$ cat src/rtl/hsv2rgb_pkg.sv
`default_nettype none

package hsv2rgb_pkg;

    localparam int SECTOR_BITS  = 3;
    localparam int SECTOR_COUNT = 6;

    // hue sector, red at zero degrees, counting up by sixty degrees
    typedef enum logic [SECTOR_BITS-1:0] {
        SEC_RED_TO_YELLOW   = 3'd0,
        SEC_YELLOW_TO_GREEN = 3'd1,
        SEC_GREEN_TO_CYAN   = 3'd2,
        SEC_CYAN_TO_BLUE    = 3'd3,
        SEC_BLUE_TO_MAGENTA = 3'd4,
        SEC_MAGENTA_TO_RED  = 3'd5
    } t_sector;

    // load enables for the two register stages inside one sub-block
    typedef struct packed {
        logic load_a;
        logic load_b;
    } t_pipe_ctrl;

    // sector codes past the last one wrap around the colour circle
    function automatic t_sector wrap_sector(input logic [SECTOR_BITS-1:0] raw);
        logic [SECTOR_BITS-1:0] wrapped;
        if (raw >= SECTOR_BITS'(SECTOR_COUNT)) begin
            wrapped = raw - SECTOR_BITS'(SECTOR_COUNT);
        end else begin
            wrapped = raw;
        end
        return t_sector'(wrapped);
    endfunction

endpackage

`default_nettype wire

$ cat src/rtl/hsv2rgb_chroma.sv
`default_nettype none

module hsv2rgb_chroma
    import hsv2rgb_pkg::*;
#(
    parameter int CHANNEL_BITS      = 8,
    parameter int HUE_FRACTION_BITS = 8
) (
    input  wire logic                                       i_clk,
    input  wire t_pipe_ctrl                                 i_ctrl,
    input  wire logic [HUE_FRACTION_BITS+SECTOR_BITS-1:0]   i_hue,
    input  wire logic [CHANNEL_BITS-1:0]                    i_saturation,
    input  wire logic [CHANNEL_BITS-1:0]                    i_brightness,
    output t_sector                                         o_sector,
    output logic [HUE_FRACTION_BITS-1:0]                    o_frac,
    output logic [CHANNEL_BITS-1:0]                         o_brightness,
    output logic [CHANNEL_BITS-1:0]                         o_chroma
);

    localparam int CB = CHANNEL_BITS;
    localparam int FB = HUE_FRACTION_BITS;
    localparam int PW = 2 * CB;

    // stage 1: value times saturation
    t_sector        r_sector1;
    logic [FB-1:0]  r_frac1;
    logic [CB-1:0]  r_val1;
    logic [PW-1:0]  r_prod1;

    always_ff @(posedge i_clk) begin
        if (i_ctrl.load_a) begin
            r_sector1 <= wrap_sector(i_hue[FB+SECTOR_BITS-1:FB]);
            r_frac1   <= i_hue[FB-1:0];
            r_val1    <= i_brightness;
            r_prod1   <= {{CB{1'b0}}, i_brightness} * {{CB{1'b0}}, i_saturation};
        end
    end

    // stage 2: divide by the full-scale code 2^CB-1
    // exact for any product of two channel codes: (x + (x >> CB) + 1) >> CB
    logic [PW:0]    n_sum;
    logic [CB-1:0]  n_chroma;

    assign n_sum    = {1'b0, r_prod1} + {{(CB+1){1'b0}}, r_prod1[PW-1:CB]} + (PW+1)'(1);
    assign n_chroma = n_sum[PW-1:CB];

    t_sector        r_sector2;
    logic [FB-1:0]  r_frac2;
    logic [CB-1:0]  r_val2;
    logic [CB-1:0]  r_chroma2;

    always_ff @(posedge i_clk) begin
        if (i_ctrl.load_b) begin
            r_sector2 <= r_sector1;
            r_frac2   <= r_frac1;
            r_val2    <= r_val1;
            r_chroma2 <= n_chroma;
        end
    end

    assign o_sector     = r_sector2;
    assign o_frac       = r_frac2;
    assign o_brightness = r_val2;
    assign o_chroma     = r_chroma2;

endmodule

`default_nettype wire

$ cat src/rtl/hsv2rgb_mix.sv
`default_nettype none

module hsv2rgb_mix
    import hsv2rgb_pkg::*;
#(
    parameter int CHANNEL_BITS      = 8,
    parameter int HUE_FRACTION_BITS = 8
) (
    input  wire logic                           i_clk,
    input  wire t_pipe_ctrl                     i_ctrl,
    input  wire t_sector                        i_sector,
    input  wire logic [HUE_FRACTION_BITS-1:0]   i_frac,
    input  wire logic [CHANNEL_BITS-1:0]        i_brightness,
    input  wire logic [CHANNEL_BITS-1:0]        i_chroma,
    output logic [CHANNEL_BITS-1:0]             o_red,
    output logic [CHANNEL_BITS-1:0]             o_green,
    output logic [CHANNEL_BITS-1:0]             o_blue
);

    localparam int CB = CHANNEL_BITS;
    localparam int FB = HUE_FRACTION_BITS;
    localparam int RW = CB + FB + 1;

    // stage 3: ramp product, rising in even sectors and falling in odd ones
    logic [FB:0] n_weight;

    always_comb begin
        if (i_sector[0]) begin
            n_weight = {1'b1, {FB{1'b0}}} - {1'b0, i_frac};
        end else begin
            n_weight = {1'b0, i_frac};
        end
    end

    t_sector        r_sector3;
    logic [CB-1:0]  r_chroma3;
    logic [CB-1:0]  r_grey3;
    logic [RW-1:0]  r_ramp_prod3;

    always_ff @(posedge i_clk) begin
        if (i_ctrl.load_a) begin
            r_sector3    <= i_sector;
            r_chroma3    <= i_chroma;
            r_grey3      <= i_brightness - i_chroma;
            r_ramp_prod3 <= {{(FB+1){1'b0}}, i_chroma} * {{CB{1'b0}}, n_weight};
        end
    end

    // stage 4: route chroma and ramp per sector, then lift by the grey level
    logic [CB-1:0] n_ramp;
    logic [CB-1:0] n_r;
    logic [CB-1:0] n_g;
    logic [CB-1:0] n_b;

    assign n_ramp = r_ramp_prod3[CB+FB-1:FB];

    always_comb begin
        unique case (r_sector3)
            SEC_RED_TO_YELLOW: begin
                n_r = r_chroma3; n_g = n_ramp;    n_b = '0;
            end
            SEC_YELLOW_TO_GREEN: begin
                n_r = n_ramp;    n_g = r_chroma3; n_b = '0;
            end
            SEC_GREEN_TO_CYAN: begin
                n_r = '0;        n_g = r_chroma3; n_b = n_ramp;
            end
            SEC_CYAN_TO_BLUE: begin
                n_r = '0;        n_g = n_ramp;    n_b = r_chroma3;
            end
            SEC_BLUE_TO_MAGENTA: begin
                n_r = n_ramp;    n_g = '0;        n_b = r_chroma3;
            end
            default: begin
                n_r = r_chroma3; n_g = '0;        n_b = n_ramp;
            end
        endcase
    end

    logic [CB-1:0] r_red;
    logic [CB-1:0] r_green;
    logic [CB-1:0] r_blue;

    always_ff @(posedge i_clk) begin
        if (i_ctrl.load_b) begin
            r_red   <= n_r + r_grey3;
            r_green <= n_g + r_grey3;
            r_blue  <= n_b + r_grey3;
        end
    end

    assign o_red   = r_red;
    assign o_green = r_green;
    assign o_blue  = r_blue;

endmodule

`default_nettype wire

$ cat src/rtl/hsv_to_rgb_pixel.sv
`default_nettype none

// HSV to RGB pixel converter. One pixel enters per clock and its RGB colour
// leaves from the last stage; a stall on the output holds the pipeline, and a
// stage left empty by an input gap is filled even while the output waits.
// The four stages are value times saturation, the divide by full scale, the
// ramp product, and the channel routing with the grey lift, which hold the
// two multipliers each behind a register of their own. Hue holds the sector
// above HUE_FRACTION_BITS and the fraction below it; sector codes 6 and 7
// wrap to 0 and 1. Saturation and brightness are full scale at all ones.
module hsv_to_rgb_pixel
    import hsv2rgb_pkg::*;
#(
    parameter int CHANNEL_BITS      = 8,
    parameter int HUE_FRACTION_BITS = 8
) (
    input  wire logic                                       i_clk,
    input  wire logic                                       i_rst_n,
    input  wire logic                                       i_in_valid,
    output logic                                            o_in_ready,
    input  wire logic [HUE_FRACTION_BITS+SECTOR_BITS-1:0]   i_hue,
    input  wire logic [CHANNEL_BITS-1:0]                    i_saturation,
    input  wire logic [CHANNEL_BITS-1:0]                    i_brightness,
    output logic                                            o_out_valid,
    input  wire logic                                       i_out_ready,
    output logic [CHANNEL_BITS-1:0]                         o_red,
    output logic [CHANNEL_BITS-1:0]                         o_green,
    output logic [CHANNEL_BITS-1:0]                         o_blue
);

    localparam int STAGES = 4;

    logic [STAGES-1:0] r_vld;
    logic [STAGES-1:0] stage_en;
    logic [STAGES-1:0] n_vld;

    // a stage loads when it is empty or its content moves on
    always_comb begin
        stage_en[STAGES-1] = !r_vld[STAGES-1] || i_out_ready;
        for (int k = STAGES - 2; k >= 0; k--) begin
            stage_en[k] = !r_vld[k] || stage_en[k+1];
        end
        n_vld = r_vld;
        if (stage_en[0]) begin
            n_vld[0] = i_in_valid;
        end
        for (int k = 1; k < STAGES; k++) begin
            if (stage_en[k]) begin
                n_vld[k] = r_vld[k-1];
            end
        end
    end

    always_ff @(posedge i_clk) begin
        if (!i_rst_n) begin
            r_vld <= '0;
        end else begin
            r_vld <= n_vld;
        end
    end

    t_pipe_ctrl front_ctrl;
    t_pipe_ctrl back_ctrl;

    assign front_ctrl = '{load_a: stage_en[0], load_b: stage_en[1]};
    assign back_ctrl  = '{load_a: stage_en[2], load_b: stage_en[3]};

    t_sector                        mid_sector;
    logic [HUE_FRACTION_BITS-1:0]   mid_frac;
    logic [CHANNEL_BITS-1:0]        mid_brightness;
    logic [CHANNEL_BITS-1:0]        mid_chroma;

    hsv2rgb_chroma #(
        .CHANNEL_BITS      (CHANNEL_BITS),
        .HUE_FRACTION_BITS (HUE_FRACTION_BITS)
    ) u_chroma (
        .i_clk        (i_clk),
        .i_ctrl       (front_ctrl),
        .i_hue        (i_hue),
        .i_saturation (i_saturation),
        .i_brightness (i_brightness),
        .o_sector     (mid_sector),
        .o_frac       (mid_frac),
        .o_brightness (mid_brightness),
        .o_chroma     (mid_chroma)
    );

    hsv2rgb_mix #(
        .CHANNEL_BITS      (CHANNEL_BITS),
        .HUE_FRACTION_BITS (HUE_FRACTION_BITS)
    ) u_mix (
        .i_clk        (i_clk),
        .i_ctrl       (back_ctrl),
        .i_sector     (mid_sector),
        .i_frac       (mid_frac),
        .i_brightness (mid_brightness),
        .i_chroma     (mid_chroma),
        .o_red        (o_red),
        .o_green      (o_green),
        .o_blue       (o_blue)
    );

    assign o_in_ready  = stage_en[0];
    assign o_out_valid = r_vld[STAGES-1];

endmodule

`default_nettype wire

$ cat config.mk
export PLATFORM = sky130hd
export DESIGN_NAME = hsv_to_rgb_pixel
export DESIGN_NICKNAME = d
export VERILOG_FILES = /design/src/rtl/hsv2rgb_pkg.sv /design/src/rtl/hsv2rgb_chroma.sv /design/src/rtl/hsv2rgb_mix.sv /design/src/rtl/hsv_to_rgb_pixel.sv
export SDC_FILE = /design/constraint.sdc
export NUM_CORES = 1
export LEC_CHECK = 0
export ABC_AREA = 1
export BUFFER_PORTS_ARGS = -buffer_cell sky130_fd_sc_hd__clkbuf_2
export CAP_MARGIN = 20
export CORE_MARGIN = 1
export CORE_UTILIZATION = 64
export CTS_BUF_LIST = sky130_fd_sc_hd__clkbuf_4
export DETAILED_ROUTE_END_ITERATION = 7
export PLACE_DENSITY = 0.83
export SKIP_CTS_REPAIR_TIMING = 1
export SYNTH_ARGS = -nofsm -noshare
export SYNTH_HDL_FRONTEND = slang
export SYNTH_SLANG_ARGS = --single-unit
$ cat constraint.sdc
create_clock -name i_clk -period 5.35 [get_ports i_clk]
set_input_delay 0.8025 -clock i_clk [delete_from_list [all_inputs] [get_ports i_clk]]
set_output_delay 0.8025 -clock i_clk [all_outputs]
set_load 0.02 [all_outputs]
==> impl_metrics.py <==
metrics = {
    "outcome": {
        "status": "finished clean",
    },
    "placement": {
        "dpl_cell_area_um2": 10670,
        "dpl.hpwl_um": 16720,
        "io_buffers": 56,
        "post-place-ws_ns": 0.4173,
        "place_congestion": 0.9096,
    },
    "global_routing": {
        "gr-usage-all-layers": 0.2736,
        "antenna_found_initial": 0,
        "grt_pass1_vias": 7611,
        "gr-total-overflow": 0,
        "grt_pass1_wl_um": 34980,
        "grt_max_degree": 37,
    },
    "route": {
        "detail-route-antenna-nets": 0,
        "drc": 0,
        "wl_um": 20270,
        "first_iter_violations": 473,
        "drt_pass1_iterations": 5,
        "avgViaCountPerCell": 5.271,
        "avgRoutedWirePerCell_um": 14.22,
        "via_count": 7511,
    },
    "clock_tree": {
        "htreeDepth": 4,
        "cts.sinks": 117,
        "ctsLongestPathBuffers": 2,
        "clk_latency_ns": 0.51,
        "clkTransAtPathRegs_ns": 0.12,
        "cts_tree": "done",
        "numCtsBuffers": 17,
        "root_buffer": "clkbuf_4",
    },
    "power": {
        "irDropWorstVdd_v": 0.0004064,
        "power_density_nw_per_um2": 656.3,
        "p_total_w": 0.007205,
        "leakage_nw": 5.754,
    },
    "sta": {
        "period_share": 0.9262,
        "rsz0062_at_grt": "no",
        "hold_viol": 0,
        "setup_tns_ns": 0,
        "report.final.slew_viol_count": 0,
        "relSlewSlack": 0.3378,
        "max_freq_mhz": 201.8,
        "finalCriticalPeriod_ns": 4.955,
        "clock-skew-final_ns": 0.02074,
        "layout_setup_ws_ns": 0.3947,
        "tightest_slew_ns": 0.9923,
        "setup_viol": 0,
    },
    "floorplanning": {
        "ios": 57,
        "die_h_um": 128.2,
        "die_x_um": 128.2,
        "fp.dieArea_um2": 16420,
        "start_util": 0.6627,
        "rows": 45,
        "coreArea_um2": 15370,
    },
    "worst_setup_path": {
        "crit_path_top_delay_cell": "fa_1",
        "cpMostUsedCell": "nand2_1",
        "max_stage_delay_ns": 0.56,
        "crit_required_ns": 5.64,
        "path_cells": "inv_2 -> ha_1 -> nand2_1 -> nand2_1 -> nand2_1 -> nand2_1 -> inv_1 -> nor2_1 -> fa_1 -> fa_1 -> fa_1 -> inv_1 -> fa_1 -> inv_1 -> ha_1 -> a21oi_1 -> o21a_1 -> nor2_1 -> nor2_1 -> nand2_1 -> nand2_1 -> nand2_1",
        "endpoint_kind": "register",
        "startpoint_type": "register",
        "critPathLaunch": "u_chroma.o_frac[0]",
        "path_class": "register to register",
        "critPathMaxFanout": 9,
        "r2r_start": "u_chroma.o_frac[0]",
        "cp.arrival_ns": 5.24,
    },
    "worst_hold_path": {
        "hold_class": "register to register",
        "min_from": "u_chroma.o_sector[1]",
    },
    "synth": {
        "yosysWarnings": 0,
        "seq_area_frac_synth": 0.3410,
        "synth.net_count": 1357,
        "synth_seq_cells": 117,
        "syn-cell-area_um2": 10190,
        "synthCells": 1142,
        "avgSynthCellArea_um2": 8.919,
        "ys_types": 40,
    },
    "job": {
        "drv_cap": 0,
    },
    "finish": {
        "nets": 1416,
        "num_antenna_cells": 0,
        "area_growth_pct": 7.775,
        "nFillCells": 1174,
        "multi_input_area_um2": 5724,
        "fin_area_um2": 10980,
        "regArea_um2": 3473,
        "drive_gt1_frac": 0.1046,
    },
}
==> synth_stat cells, drive strengths merged <==
library cell,n,area [µm²]
a21o,4,37.53
a21oi,50,250.2
a31oi,2,12.51
and2,1,6.260
buf,3,20.01
clkbuf,15,56.30
clkinv,3,11.26
dfxtp,4,80.08
edfxtp,113,3393
fa,80,1602
ha,104,1301
inv,240,900.9
nand2,258,1016
nand2b,1,6.260
nand3,50,265.3
nand3b,1,7.510
nand4,7,43.79
nor2,100,400.4
nor3,10,50.05
o211ai,2,20.02
o21a,2,15.01
o21ai,22,121.4
o22ai,23,171.4
o31ai,1,7.510
or2,5,31.28
xnor2,15,131.4
xor2,26,227.7
==> kinds of logic after synthesis <==
logic type | after synthesis | share of synthesized area
and+or+nand+nor | 433 | 0.1793
buffers and inverters | 261 | 0.09704
adders and majority gates | 184 | 0.2850
DFF | 117 | 0.3410
AOI/OAI and AO/OA | 106 | 0.06240
xor gates and xnor gates | 41 | 0.03525
==> critical path: cells and delay by family, from the launching register on <==
family / cells / cell delay (ns)
AO/OA/AOI/OAI: 2 / 0.39
adder cells (fa/ha/maj): 6 / 2.69
buffers and inverters: 4 / 0.39
flip-flops: 1 / 0.52
AND/OR/NAND/NOR: 10 / 0.75
==> power breakdown <==
group          internal [W]  switching, W
Clock              0.000328      0.000354
Combinational       0.00180       0.00298
Sequential          0.00154      0.000200
Total               0.00367       0.00354
==> metal layers <==
metal,global-route usage,wire (µm),share of wire,up-vias
li1,-,-,-,3753
met2,0.4770,10060,0.50,205
met5,0,0,0,-
met1,0.3414,8729,0.43,3514
met3,0.05092,948,0.047,39
met4,0.09619,528,0.026,0
==> registers in the layout (all words and copies together), names as in the netlist, 4 cells and up <==
register / cells
u_mix.r_ramp_prod3: 8
u_chroma.o_chroma: 8
u_mix.r_chroma3: 8
u_chroma.r_val1: 8
u_mix.r_grey3: 8
u_chroma.o_frac: 8
u_chroma.o_brightness: 8
r_vld: 4
u_chroma.r_frac1: 8
u_mix.o_green: 8
u_chroma.r_prod1: 16
u_mix.o_red: 8
u_mix.o_blue: 8
==> placed cells by master, fill, tap and decap left out, types with 2 or more instances in the layout <==
cell       netlist  final
nand2_1        249    249
inv_1          229    229
edfxtp_1       113    113
ha_1           104    104
nor2_1          92     92
fa_1            80     80
clkbuf_2         0     56
a21oi_1         50     50
nand3_1         47     47
xor2_1          26     26
o22ai_1         21     21
clkbuf_4         0     17
xnor2_1         15     15
o21ai_0         14     14
inv_2           11     11
nor3_1          10     10
nand4_1          7      7
nor2_2           7      7
clkinv_4         0      6
nand2_4          5      5
o21ai_1          5      5
nand2_2          4      4
clkinv_1         3      4
dfxtp_1          4      4
nand3_2          3      3
or2_1            3      3
o21ai_2          3      3
a21o_1           3      3
bufinv_16        0      3
or2_0            2      2
o22ai_4          2      2
a31oi_1          2      2
o21a_1           2      2
inv_6            0      2
clkinv_2         0      2
buf_4            2      2
==> metrics by stage <==
step | hold WS (ns) | instances | util
after floorplan | 0.4003 | 1142 | -
after global placement | 0.4013 | 1393 | 0.6941
after detailed placement | 0.4045 | 1393 | 0.6941
after CTS | 0.4117 | 1425 | 0.7142
after global routing | 0.4232 | 1425 | 0.7142
final | 0.4135 | 1425 | 0.7142
==> worst paths after layout <==
| kind | to | slack [ns] | depth (start not counted) |
|---|---|---|---|
| max reg2reg | u_mix.r_ramp_prod3[15] | 0.39 | 22 |
| min | u_mix.r_sector3[1] | 0.41 | 0 |
| min reg2reg | u_mix.r_sector3[1] | 0.41 | 0 |
| max | u_mix.r_ramp_prod3[15] | 0.39 | 22 |
==> area by class of cell <==
class | instances | share of cell area
Tap cell | 211 | 0.02405
Clock inverter | 15 | 0.01653
Clock buffer | 17 | 0.01163
Multi-Input combinational cell | 764 | 0.5214
Timing Repair Buffer | 58 | 0.02690
Inverter | 243 | 0.08309
Sequential cell | 117 | 0.3164
Note: power is estimated with default switching activity, not from simulation.
